File: src/design/grm_pkg.sv
`timescale 1ns / 1ps
// Shared types, constants and helpers for the greedy rectangle merge block.
// No dependencies.
package grm_pkg;

    localparam int GRID_SIDE = 8;
    localparam int KEY_W     = 48;
    localparam int CELLS     = GRID_SIDE * GRID_SIDE;
    localparam int CELL_W    = (CELLS > 1) ? $clog2(CELLS) : 1;
    localparam int POS_W     = 4;
    localparam int CNT_W     = 5;
    localparam int MERGE_MAX = 16;
    localparam int ADDR_W    = 4;
    localparam int DATA_W    = 32;

    localparam logic [1:0] REG_U_COUNT   = 2'd0;
    localparam logic [1:0] REG_V_COUNT   = 2'd1;
    localparam logic [1:0] REG_MAX_MERGE = 2'd2;

    typedef enum logic [3:0] {
        S_LOAD,
        S_INIT,
        S_O_RD,
        S_O_CHK,
        S_W_RD,
        S_W_CHK,
        S_H_RD,
        S_H_CHK,
        S_MARK,
        S_FLUSH
    } t_state;

    typedef enum logic [1:0] {
        RD_ORIG,
        RD_WIDTH,
        RD_HEIGHT
    } t_rd_sel;

    typedef struct packed {
        logic [CNT_W-1:0] u_count;
        logic [CNT_W-1:0] v_count;
        logic [CNT_W-1:0] max_merge;
        logic             count_wr;
    } t_cfg;

    typedef struct packed {
        logic    load;
        logic    scan_init;
        logic    rd_en;
        t_rd_sel rd_sel;
        logic    orig_take;
        logic    orig_next;
        logic    w_inc;
        logic    h_start;
        logic    du_inc;
        logic    h_inc;
        logic    mark;
        logic    flush;
    } t_cmd;

    typedef struct packed {
        logic load_last;
        logic orig_ok;
        logic orig_last;
        logic w_can;
        logic h_can;
        logic match;
        logic du_last;
        logic pend_valid;
        logic out_free;
    } t_sts;

    function automatic logic [CNT_W-1:0] eff_count(input logic [CNT_W-1:0] c);
        logic [CNT_W-1:0] r;
        if (c == '0) begin
            r = CNT_W'(1);
        end else if (c > CNT_W'(GRID_SIDE)) begin
            r = CNT_W'(GRID_SIDE);
        end else begin
            r = c;
        end
        return r;
    endfunction

    function automatic logic [CNT_W-1:0] eff_merge(input logic [CNT_W-1:0] m);
        logic [CNT_W-1:0] r;
        if (m == '0) begin
            r = CNT_W'(1);
        end else if (m > CNT_W'(MERGE_MAX)) begin
            r = CNT_W'(MERGE_MAX);
        end else begin
            r = m;
        end
        return r;
    endfunction

    function automatic logic [CELL_W-1:0] cell_idx(input logic [POS_W-1:0] row,
                                                  input logic [POS_W-1:0] col);
        logic [8:0] t;
        t = 9'(row) * 9'(GRID_SIDE) + 9'(col);
        return t[CELL_W-1:0];
    endfunction

endpackage

File: src/design/grm_regs.sv
`timescale 1ns / 1ps
// APB-style register file: u_count, v_count, max_merge.
// Depends on grm_pkg.
module grm_regs (
    input  logic                      i_clk,
    input  logic                      i_rst_n,
    input  logic                      psel,
    input  logic                      penable,
    input  logic                      pwrite,
    input  logic [grm_pkg::ADDR_W-1:0] paddr,
    input  logic [grm_pkg::DATA_W-1:0] pwdata,
    output logic [grm_pkg::DATA_W-1:0] prdata,
    output grm_pkg::t_cfg             o_cfg
);
    import grm_pkg::*;

    logic [CNT_W-1:0] r_u_count;
    logic [CNT_W-1:0] r_v_count;
    logic [CNT_W-1:0] r_max_merge;
    logic             count_wr;
    logic             wr;

    assign wr = psel & penable & pwrite;
    assign count_wr = wr && ((paddr[3:2] == REG_U_COUNT) || (paddr[3:2] == REG_V_COUNT));

    always_ff @(posedge i_clk) begin
        if (!i_rst_n) begin
            r_u_count   <= CNT_W'(8);
            r_v_count   <= CNT_W'(8);
            r_max_merge <= CNT_W'(16);
        end else begin
            if (wr) begin
                unique case (paddr[3:2])
                    REG_U_COUNT: begin
                        r_u_count <= pwdata[CNT_W-1:0];
                    end
                    REG_V_COUNT: begin
                        r_v_count <= pwdata[CNT_W-1:0];
                    end
                    REG_MAX_MERGE: begin
                        r_max_merge <= pwdata[CNT_W-1:0];
                    end
                    default: begin
                    end
                endcase
            end
        end
    end

    always_comb begin
        prdata = '0;
        unique case (paddr[3:2])
            REG_U_COUNT:   prdata = DATA_W'(r_u_count);
            REG_V_COUNT:   prdata = DATA_W'(r_v_count);
            REG_MAX_MERGE: prdata = DATA_W'(r_max_merge);
            default:       prdata = '0;
        endcase
    end

    assign o_cfg = '{u_count: r_u_count, v_count: r_v_count,
                     max_merge: r_max_merge, count_wr: count_wr};

endmodule

File: src/design/grm_ctrl.sv
`timescale 1ns / 1ps
// Controller FSM: load sequencing, rectangle growth and result flushing.
// Depends on grm_pkg.
module grm_ctrl (
    input  logic          i_clk,
    input  logic          i_rst_n,
    input  logic          i_in_valid,
    input  grm_pkg::t_sts i_sts,
    output logic          o_in_ready,
    output grm_pkg::t_cmd o_cmd
);
    import grm_pkg::*;

    t_state r_state;
    t_state n_state;

    always_ff @(posedge i_clk) begin
        if (!i_rst_n) begin
            r_state <= S_LOAD;
        end else begin
            r_state <= n_state;
        end
    end

    always_comb begin
        n_state    = r_state;
        o_cmd      = '0;
        o_cmd.rd_sel = RD_ORIG;
        o_in_ready = 1'b0;
        unique case (r_state)
            S_LOAD: begin
                o_in_ready = 1'b1;
                if (i_in_valid) begin
                    o_cmd.load = 1'b1;
                    if (i_sts.load_last) n_state = S_INIT;
                end
            end
            S_INIT: begin
                o_cmd.scan_init = 1'b1;
                n_state = S_O_RD;
            end
            S_O_RD: begin
                o_cmd.rd_en  = 1'b1;
                o_cmd.rd_sel = RD_ORIG;
                n_state = S_O_CHK;
            end
            S_O_CHK: begin
                if (i_sts.orig_ok) begin
                    o_cmd.orig_take = 1'b1;
                    n_state = S_W_RD;
                end else if (i_sts.orig_last) begin
                    n_state = S_FLUSH;
                end else begin
                    o_cmd.orig_next = 1'b1;
                    n_state = S_O_RD;
                end
            end
            S_W_RD: begin
                if (i_sts.w_can) begin
                    o_cmd.rd_en  = 1'b1;
                    o_cmd.rd_sel = RD_WIDTH;
                    n_state = S_W_CHK;
                end else begin
                    o_cmd.h_start = 1'b1;
                    n_state = S_H_RD;
                end
            end
            S_W_CHK: begin
                if (i_sts.match) begin
                    o_cmd.w_inc = 1'b1;
                    n_state = S_W_RD;
                end else begin
                    o_cmd.h_start = 1'b1;
                    n_state = S_H_RD;
                end
            end
            S_H_RD: begin
                if (i_sts.h_can) begin
                    o_cmd.rd_en  = 1'b1;
                    o_cmd.rd_sel = RD_HEIGHT;
                    n_state = S_H_CHK;
                end else begin
                    n_state = S_MARK;
                end
            end
            S_H_CHK: begin
                if (!i_sts.match) begin
                    n_state = S_MARK;
                end else if (i_sts.du_last) begin
                    o_cmd.h_inc = 1'b1;
                    n_state = S_H_RD;
                end else begin
                    o_cmd.du_inc = 1'b1;
                    n_state = S_H_RD;
                end
            end
            S_MARK: begin
                if (!i_sts.pend_valid || i_sts.out_free) begin
                    o_cmd.mark = 1'b1;
                    if (i_sts.orig_last) begin
                        n_state = S_FLUSH;
                    end else begin
                        o_cmd.orig_next = 1'b1;
                        n_state = S_O_RD;
                    end
                end
            end
            S_FLUSH: begin
                if (i_sts.out_free) begin
                    o_cmd.flush = 1'b1;
                    n_state = S_LOAD;
                end
            end
            default: begin
                n_state = S_LOAD;
            end
        endcase
    end

endmodule

File: src/design/grm_dp.sv
`timescale 1ns / 1ps
// Datapath: cell memory, used marks, scan counters, pending and output words.
// Depends on grm_pkg.
module grm_dp (
    input  logic                      i_clk,
    input  logic                      i_rst_n,
    input  grm_pkg::t_cfg             i_cfg,
    input  grm_pkg::t_cmd             i_cmd,
    output grm_pkg::t_sts             o_sts,
    input  logic                      i_cell_valid,
    input  logic [grm_pkg::KEY_W-1:0] i_cell_key,
    input  logic                      i_out_ready,
    output logic                      o_out_valid,
    output logic                      o_quad_valid,
    output logic [grm_pkg::POS_W-1:0] o_quad_u,
    output logic [grm_pkg::POS_W-1:0] o_quad_v,
    output logic [grm_pkg::CNT_W-1:0] o_quad_width,
    output logic [grm_pkg::CNT_W-1:0] o_quad_height,
    output logic [grm_pkg::KEY_W-1:0] o_quad_key,
    output logic                      o_last_quad
);
    import grm_pkg::*;

    logic [CNT_W-1:0] uc, vc, mm;
    assign uc = eff_count(i_cfg.u_count);
    assign vc = eff_count(i_cfg.v_count);
    assign mm = eff_merge(i_cfg.max_merge);

    // load counters
    logic [POS_W-1:0] r_ld_row, r_ld_col;
    logic             ld_col_end, ld_row_end;
    assign ld_col_end = (CNT_W'(r_ld_col) + CNT_W'(1)) == uc;
    assign ld_row_end = (CNT_W'(r_ld_row) + CNT_W'(1)) == vc;

    always_ff @(posedge i_clk) begin
        if (!i_rst_n || i_cfg.count_wr) begin
            r_ld_row <= '0;
            r_ld_col <= '0;
        end else if (i_cmd.load) begin
            if (ld_col_end) begin
                r_ld_col <= '0;
                r_ld_row <= ld_row_end ? '0 : r_ld_row + POS_W'(1);
            end else begin
                r_ld_col <= r_ld_col + POS_W'(1);
            end
        end
    end

    // scan counters
    logic [POS_W-1:0] r_u, r_v, r_du;
    logic [CNT_W-1:0] r_w, r_h;
    logic [KEY_W-1:0] r_okey;
    logic [KEY_W:0]   r_rd_data;
    logic             orig_col_end, orig_row_end;
    assign orig_col_end = (CNT_W'(r_u) + CNT_W'(1)) == uc;
    assign orig_row_end = (CNT_W'(r_v) + CNT_W'(1)) == vc;

    always_ff @(posedge i_clk) begin
        if (i_cmd.scan_init) begin
            r_u <= '0;
            r_v <= '0;
        end else if (i_cmd.orig_next) begin
            if (orig_col_end) begin
                r_u <= '0;
                r_v <= r_v + POS_W'(1);
            end else begin
                r_u <= r_u + POS_W'(1);
            end
        end
        if (i_cmd.orig_take) begin
            r_w    <= CNT_W'(1);
            r_h    <= CNT_W'(1);
            r_okey <= r_rd_data[KEY_W-1:0];
        end else begin
            if (i_cmd.w_inc) r_w <= r_w + CNT_W'(1);
            if (i_cmd.h_inc) r_h <= r_h + CNT_W'(1);
        end
        if (i_cmd.h_start || i_cmd.h_inc) begin
            r_du <= '0;
        end else if (i_cmd.du_inc) begin
            r_du <= r_du + POS_W'(1);
        end
    end

    // cell memory: valid flag above the key
    logic [KEY_W:0]    r_mem [CELLS];
    logic [CELL_W-1:0] r_rd_addr;
    logic [CELL_W-1:0] rd_addr;
    logic [POS_W-1:0]  rd_row, rd_col;

    always_comb begin
        rd_row = r_v;
        rd_col = r_u;
        unique case (i_cmd.rd_sel)
            RD_ORIG: begin
                rd_row = r_v;
                rd_col = r_u;
            end
            RD_WIDTH: begin
                rd_row = r_v;
                rd_col = r_u + r_w[POS_W-1:0];
            end
            RD_HEIGHT: begin
                rd_row = r_v + r_h[POS_W-1:0];
                rd_col = r_u + r_du;
            end
            default: begin
                rd_row = r_v;
                rd_col = r_u;
            end
        endcase
    end
    assign rd_addr = cell_idx(rd_row, rd_col);

    always_ff @(posedge i_clk) begin
        if (i_cmd.load) begin
            r_mem[cell_idx(r_ld_row, r_ld_col)] <= {i_cell_valid, i_cell_key};
        end
        if (i_cmd.rd_en) begin
            r_rd_data <= r_mem[rd_addr];
            r_rd_addr <= rd_addr;
        end
    end

    // used marks
    logic [CELLS-1:0] r_used;
    logic [CELLS-1:0] rect_mask;
    logic [CNT_W:0]   u_end, v_end;
    assign u_end = (CNT_W+1)'(r_u) + (CNT_W+1)'(r_w);
    assign v_end = (CNT_W+1)'(r_v) + (CNT_W+1)'(r_h);

    for (genvar gi = 0; gi < CELLS; gi++) begin : g_mask
        localparam logic [CNT_W:0] ROW = (CNT_W+1)'(gi / GRID_SIDE);
        localparam logic [CNT_W:0] COL = (CNT_W+1)'(gi % GRID_SIDE);
        assign rect_mask[gi] = (COL >= (CNT_W+1)'(r_u)) && (COL < u_end) &&
                               (ROW >= (CNT_W+1)'(r_v)) && (ROW < v_end);
    end

    always_ff @(posedge i_clk) begin
        if (!i_rst_n || i_cmd.scan_init) begin
            r_used <= '0;
        end else if (i_cmd.mark) begin
            r_used <= r_used | rect_mask;
        end
    end

    // pending rectangle and output word
    logic             r_pend_valid;
    logic [POS_W-1:0] r_pend_u, r_pend_v;
    logic [CNT_W-1:0] r_pend_w, r_pend_h;
    logic [KEY_W-1:0] r_pend_key;
    logic             push;
    assign push = (i_cmd.mark && r_pend_valid) || i_cmd.flush;

    always_ff @(posedge i_clk) begin
        if (!i_rst_n || i_cmd.scan_init || i_cmd.flush) begin
            r_pend_valid <= 1'b0;
        end else if (i_cmd.mark) begin
            r_pend_valid <= 1'b1;
        end
        if (i_cmd.mark) begin
            r_pend_u   <= r_u;
            r_pend_v   <= r_v;
            r_pend_w   <= r_w;
            r_pend_h   <= r_h;
            r_pend_key <= r_okey;
        end
    end

    logic r_out_valid;
    always_ff @(posedge i_clk) begin
        if (!i_rst_n) begin
            r_out_valid <= 1'b0;
        end else if (push) begin
            r_out_valid <= 1'b1;
        end else if (i_out_ready) begin
            r_out_valid <= 1'b0;
        end
        if (push) begin
            if (r_pend_valid) begin
                o_quad_valid  <= 1'b1;
                o_quad_u      <= r_pend_u;
                o_quad_v      <= r_pend_v;
                o_quad_width  <= r_pend_w;
                o_quad_height <= r_pend_h;
                o_quad_key    <= r_pend_key;
                o_last_quad   <= i_cmd.flush;
            end else begin
                o_quad_valid  <= 1'b0;
                o_quad_u      <= '0;
                o_quad_v      <= '0;
                o_quad_width  <= '0;
                o_quad_height <= '0;
                o_quad_key    <= '0;
                o_last_quad   <= 1'b1;
            end
        end
    end
    assign o_out_valid = r_out_valid;

    // status
    logic rd_used;
    assign rd_used = r_used[r_rd_addr];

    assign o_sts.load_last  = ld_col_end && ld_row_end;
    assign o_sts.orig_ok    = r_rd_data[KEY_W] && !rd_used;
    assign o_sts.orig_last  = orig_col_end && orig_row_end;
    assign o_sts.w_can      = (r_w < mm) && (u_end < (CNT_W+1)'(uc));
    assign o_sts.h_can      = (r_h < mm) && (v_end < (CNT_W+1)'(vc));
    assign o_sts.match      = r_rd_data[KEY_W] && !rd_used &&
                              (r_rd_data[KEY_W-1:0] == r_okey);
    assign o_sts.du_last    = (CNT_W'(r_du) + CNT_W'(1)) == r_w;
    assign o_sts.pend_valid = r_pend_valid;
    assign o_sts.out_free   = !r_out_valid || i_out_ready;

endmodule

File: src/design/greedy_rectangle_merge_core.sv
`timescale 1ns / 1ps
// Greedy rectangle merge over one slice mask: top level.
// Depends on grm_pkg, grm_regs, grm_ctrl, grm_dp.
//
// Input channel (i_in_valid / o_in_ready): one cell word per transfer, row-major,
// u_count cells per row, v_count rows. Cells are taken one per cycle.
// After the last cell o_in_ready drops and the scan runs; no result appears
// for the other cells. Output channel (o_out_valid / i_out_ready): one word
// per rectangle, o_last_quad on the final one; an empty slice gives one
// word with o_quad_valid low.
// Scan steps: the used marks are cleared, then each origin is read from memory and checked,
// each probed neighbor cell is read and checked, a side that stops at the mask edge or the cap
// passes its read state without a read, each rectangle is marked and the last word is flushed.
// The single read port of the cell memory forces these reads one at a time. Rectangles are held
// one deep so last_quad can be set; output lags discovery by one rectangle.
// A stalled receiver holds the output register; the scan waits at the next
// rectangle until the register frees. Loading of the next slice starts once
// the final word is in the output register.
// Reset (synchronous, active low) returns to loading at cell 0 with
// u_count 8, v_count 8, max_merge 16. Writing u_count or v_count restarts
// the slice at cell 0. Registers must be written only while idle; the block itself does not enforce this.
module greedy_rectangle_merge_core (
    input  logic                      i_clk,
    input  logic                      i_rst_n,
    input  logic                      psel,
    input  logic                      penable,
    input  logic                      pwrite,
    input  logic [grm_pkg::ADDR_W-1:0] paddr,
    input  logic [grm_pkg::DATA_W-1:0] pwdata,
    output logic [grm_pkg::DATA_W-1:0] prdata,
    output logic                      pready,
    input  logic                      i_in_valid,
    output logic                      o_in_ready,
    input  logic                      i_cell_valid,
    input  logic [grm_pkg::KEY_W-1:0] i_cell_key,
    output logic                      o_out_valid,
    input  logic                      i_out_ready,
    output logic                      o_quad_valid,
    output logic [grm_pkg::POS_W-1:0] o_quad_u,
    output logic [grm_pkg::POS_W-1:0] o_quad_v,
    output logic [grm_pkg::CNT_W-1:0] o_quad_width,
    output logic [grm_pkg::CNT_W-1:0] o_quad_height,
    output logic [grm_pkg::KEY_W-1:0] o_quad_key,
    output logic                      o_last_quad
);
    import grm_pkg::*;

    t_cfg cfg;
    t_cmd cmd;
    t_sts sts;

    assign pready = 1'b1;

    grm_regs u_regs (
        .i_clk   (i_clk),
        .i_rst_n (i_rst_n),
        .psel    (psel),
        .penable (penable),
        .pwrite  (pwrite),
        .paddr   (paddr),
        .pwdata  (pwdata),
        .prdata  (prdata),
        .o_cfg   (cfg)
    );

    grm_ctrl u_ctrl (
        .i_clk      (i_clk),
        .i_rst_n    (i_rst_n),
        .i_in_valid (i_in_valid),
        .i_sts      (sts),
        .o_in_ready (o_in_ready),
        .o_cmd      (cmd)
    );

    grm_dp u_dp (
        .i_clk         (i_clk),
        .i_rst_n       (i_rst_n),
        .i_cfg         (cfg),
        .i_cmd         (cmd),
        .o_sts         (sts),
        .i_cell_valid  (i_cell_valid),
        .i_cell_key    (i_cell_key),
        .i_out_ready   (i_out_ready),
        .o_out_valid   (o_out_valid),
        .o_quad_valid  (o_quad_valid),
        .o_quad_u      (o_quad_u),
        .o_quad_v      (o_quad_v),
        .o_quad_width  (o_quad_width),
        .o_quad_height (o_quad_height),
        .o_quad_key    (o_quad_key),
        .o_last_quad   (o_last_quad)
    );

endmodule

File: config.mk
export PLATFORM = sky130hd
export DESIGN_NAME = greedy_rectangle_merge_core
export DESIGN_NICKNAME = d
export VERILOG_FILES = /design/src/design/grm_pkg.sv /design/src/design/grm_regs.sv /design/src/design/grm_ctrl.sv /design/src/design/grm_dp.sv /design/src/design/greedy_rectangle_merge_core.sv
export SDC_FILE = /design/constraint.sdc
export NUM_CORES = 2
export LEC_CHECK = 0
export ABC_AREA = 1
export BUFFER_PORTS_ARGS = -buffer_cell sky130_fd_sc_hd__buf_2
export CAP_MARGIN = 5
export CORE_MARGIN = 3
export CORE_UTILIZATION = 45
export DETAILED_ROUTE_END_ITERATION = 6
export GPL_TIMING_DRIVEN = 0
export HOLD_SLACK_MARGIN = 0.02
export SLEW_MARGIN = 20
export SYNTH_ARGS = -nofsm -noshare
export SYNTH_HDL_FRONTEND = slang
export SYNTH_HIERARCHICAL = 1
export SYNTH_SLANG_ARGS = --single-unit
File: constraint.sdc
create_clock -name i_clk -period 7.15 [get_ports i_clk]
set_input_delay 0.3575 -clock i_clk [delete_from_list [all_inputs] [get_ports i_clk]]
set_output_delay 0.3575 -clock i_clk [all_outputs]
set_load 0.02 [all_outputs]
==> out/results.ini <==
[cts]
h-tree-depth = 5
cts_buffers = 363
cts_sinks = 3488
cts_buffer_depth = 4
cts_tree = done
root_buffer = clkbuf_16
clk_pin_slew_ns = 0.06
clk_latency_ns = 0.96

[layout]
syn2layout_area_growth_pct = 17.6
design_area_mm2 = 0.173
fin_cells = 18900
seq_area_mm2 = 0.104
drive_above_1_share_pct = 11.2
multiInputGateArea_mm2 = 0.0347
fillers = 27600
fin_nets = 14400

[sta]
worst_slew_pin_slew_ns = 1.17
period_needed_ns = 7.13
slew_headroom_pct = 22.3
hold_viol_final = 0
finalSetupTns_ns = 0
max_clock_freq_mhz = 140
period_share_pct = 99.7
fin_skew_ns = 0.0548
setup_violations = 0
drv_slew = 0

[yosys]
ys_warn_count = 6
syn-instance-count = 13400
synth.distinct_cells = 40
synthAdderAreaFrac_pct = 0.407
syn_avg_cell_area_um2 = 11.0
synthMuxAreaShare_pct = 0
synth-simple-area-share_pct = 18.7
synth_compound_area_share_pct = 3.26
synth_xor_area_share_pct = 0.393
ys_seq_area_share_pct = 70.5
netlist.area_leader.share_pct = 68.9
netlist_area_mm2 = 0.147
ys_ff_latch = 3488
synth_top_family_by_area = simple AND/OR/NAND/NOR gates
synth_area_leaders = edfxtp_1, nand2_1, nand3_1, inv_1, o211ai_1
synth_top_area_cell = edfxtp_1

[power]
p_leak_uw = 0.0677
combinationalPowerShare_pct = 6.1
power_density_mw_per_mm2 = 250
swShare_pct = 23.5
power.internal_uw = 33000
seq_power_share_pct = 52.1
clkPwrFrac_pct = 41.8
switchingPower_uw = 10100
ir_drop_uv = 216

[floorplanning]
die_area_mm2 = 0.334
initial_core_util_pct = 45.3
ios = 195
fp.dieH_um = 578
core_mm2 = 0.325
fp-row-count = 209
die_w_um = 578

[routing]
via_per_inst = 5.69
ant_nets = 0
drt_iter0_markers = 16900
wire_per_inst_um = 28.7
drt-total-wl_mm = 543
drc = 10
vias = 108000
drtPass1Iterations = 7

[worst_setup_path]
worst_ep_required_time_ns = 7.76
crit_arrival_ns = 7.74
slowest_stage = clkbuf_1
crit_family = buffers and inverters
crit_type = register to register
crit_path_end_kind = register
cp_max_fo = 10
worst_path_most_repeated_cell = nand3_1
timing.critical_path.buf_inv = 10
cp_num_cells = 33
slowest_delay_ns = 0.90
rr_worst_depth = 33
setup.worst_path.start_class = register

[worst_hold_path]
min_path_cells = 1
hold_class = primary input to register

[placed_design]
portBuffers = 137
dp_hpwl_mm = 381
placed_area_mm2 = 0.160
place_inst = 18100
gp_congestion = 0.948

[global_route]
antenna_found_initial = 77
grt_max_degree = 65
grt.total_usage_pct = 31.8
gr-total-overflow = 0
grt_pass1_vias = 96400
grt_pass1_wl_mm = 742

[run_status]
status = complete, but fails checks
violations = design-rule violations

[job]
cap_violations = 0

## power groups by stage
stage | combinational, uW | clock (uW) | sequential (uW)
after floorplan | 831 | 0 | 22900
after global placement | 2230 | 0 | 22900
after detailed placement | 2350 | 0 | 22900
after CTS | 2470 | 18100 | 22500
after global routing | 2660 | 18900 | 22500
final | 2640 | 18000 | 22500
## synthesized netlist by cell type
library cell / instances
nand3_2: 2
inv_2: 14
buf_2: 316
a31oi_1: 4
buf_4: 40
buf_6: 13
nand4_1: 6
dfxtp_1: 115
o21ai_1: 4
ha_1: 43
o31ai_1: 2
conb_1: 3
or2_2: 6
clkbuf_1: 248
o22ai_1: 1
buf_1: 126
edfxtp_1: 3373
nor2_8: 1
fa_1: 3
nand3_4: 1
nand2_1: 3997
nor4_1: 2
a41oi_1: 1
nand3b_1: 5
nor2_4: 4
o21bai_1: 2
a211oi_1: 1
xnor2_1: 35
nand3_1: 2118
nor4b_1: 1
inv_1: 1735
a21oi_1: 84
nor2_1: 376
nand2_2: 2
nor3_1: 21
nor2_2: 9
o211ai_1: 444
xor2_1: 31
o21ai_0: 183
o21ai_2: 2
## stage by stage
stage	setup WS [ns]	power, uW	utilization [%]	hold slack [ns]
floorplan	1.22	23700	-	0.426
global placement	-3.35	25200	47.2	0.431
detailed placement	-2.07	25300	49.2	0.436
CTS	0.00597	43100	53.1	0.0241
global route	-0.0117	44100	53.2	0.0578
finish	0.0227	43100	53.3	0.0448
## layout make-up
cell class	count	area share, %
clock buffers	455	5.51
diodes	58	0.0840
well taps	4325	3.13
plain buffers	742	2.26
flip-flops and latches	3488	59.9
clock inverters	198	0.891
inverters	1749	3.81
repair buffers	465	4.27
multi-input cells	7421	20.1
## layout by cell type, fill, tap and decap left out, types with 34 or more instances in the layout
cell type      netlist  final
nand2_1           3997   3983
edfxtp_1          3373   3373
nand3_1           2118   2021
inv_1             1735   1734
o211ai_1           444    444
buf_2              316    413
clkbuf_16            0    368
nor2_1             376    311
clkbuf_1           248    238
o21ai_0            183    181
buf_12               0    143
buf_4               40    115
dfxtp_1            115    108
buf_16               0    107
clkinv_1             0     92
clkbuf_2             0     90
a21oi_1             84     84
dlygate4sd3_1        0     78
nand3_2              2     77
nor2_4               4     69
clkinv_2             0     59
diode_2              0     58
buf_1              126     56
ha_1                43     42
xnor2_1             35     34
## worst paths after layout
path	slack [ns]	startpoint	to
worst max-delay path	0.02	u_dp/r_u[0]$_SDFFE_PP0P_	u_dp/r_rd_data[42]$_DFFE_PP_
worst min-delay path	0.04	i_cell_key[42]	u_dp/r_mem[31][42]$_DFFE_PP_
worst max register to register	0.02	u_dp/r_u[0]$_SDFFE_PP0P_	u_dp/r_rd_data[42]$_DFFE_PP_
worst min register to register	0.45	u_dp/r_okey[43]$_DFFE_PP_	u_dp/r_pend_key[43]$_DFFE_PP_
## cell families after synthesis
kind of cell / after synthesis
buf+inv: 2492
fa+ha+maj: 46
other cells: 3
flops: 3488
xor+xnor: 66
compound gates: 728
simple gates: 6551
## worst reg2reg max path: cells and delay by family, from the launching register on
family,cells,cell delay (ns)
flops,1,0.41
compound gates,3,0.48
fa+ha+maj,5,1.49
buf+inv,10,2.26
simple gates,15,2.14
## registers in the layout, summed over array words and instances, names as in the netlist, 6 cells and up
signal           flops
u_dp/r_used         64
u_dp/r_pend_key     48
u_dp/r_mem        3136
u_dp/r_okey         48
u_dp/r_rd_data      49
u_dp/o_quad_key     48
u_dp/r_rd_addr       6
## metal layers
layer | global-route usage (%) | part of all wire, %
met1 | 42.2 | 36
met2 | 47.1 | 43
met3 | 8.60 | 14
met4 | 18.5 | 6.7
met5 | 0 | 0.078
## what timing repair did
item / in CTS / in global routing
hold buffers: 78 / 0
pin swaps: 4 / 1
setup endpoints to repair: 50 / 49
gates resized for setup: 301 / 144
setup buffers: 2 / 0
hold endpoints to repair: 1099 / 0
No activity file was read; power rests on OpenSTA's default activity.
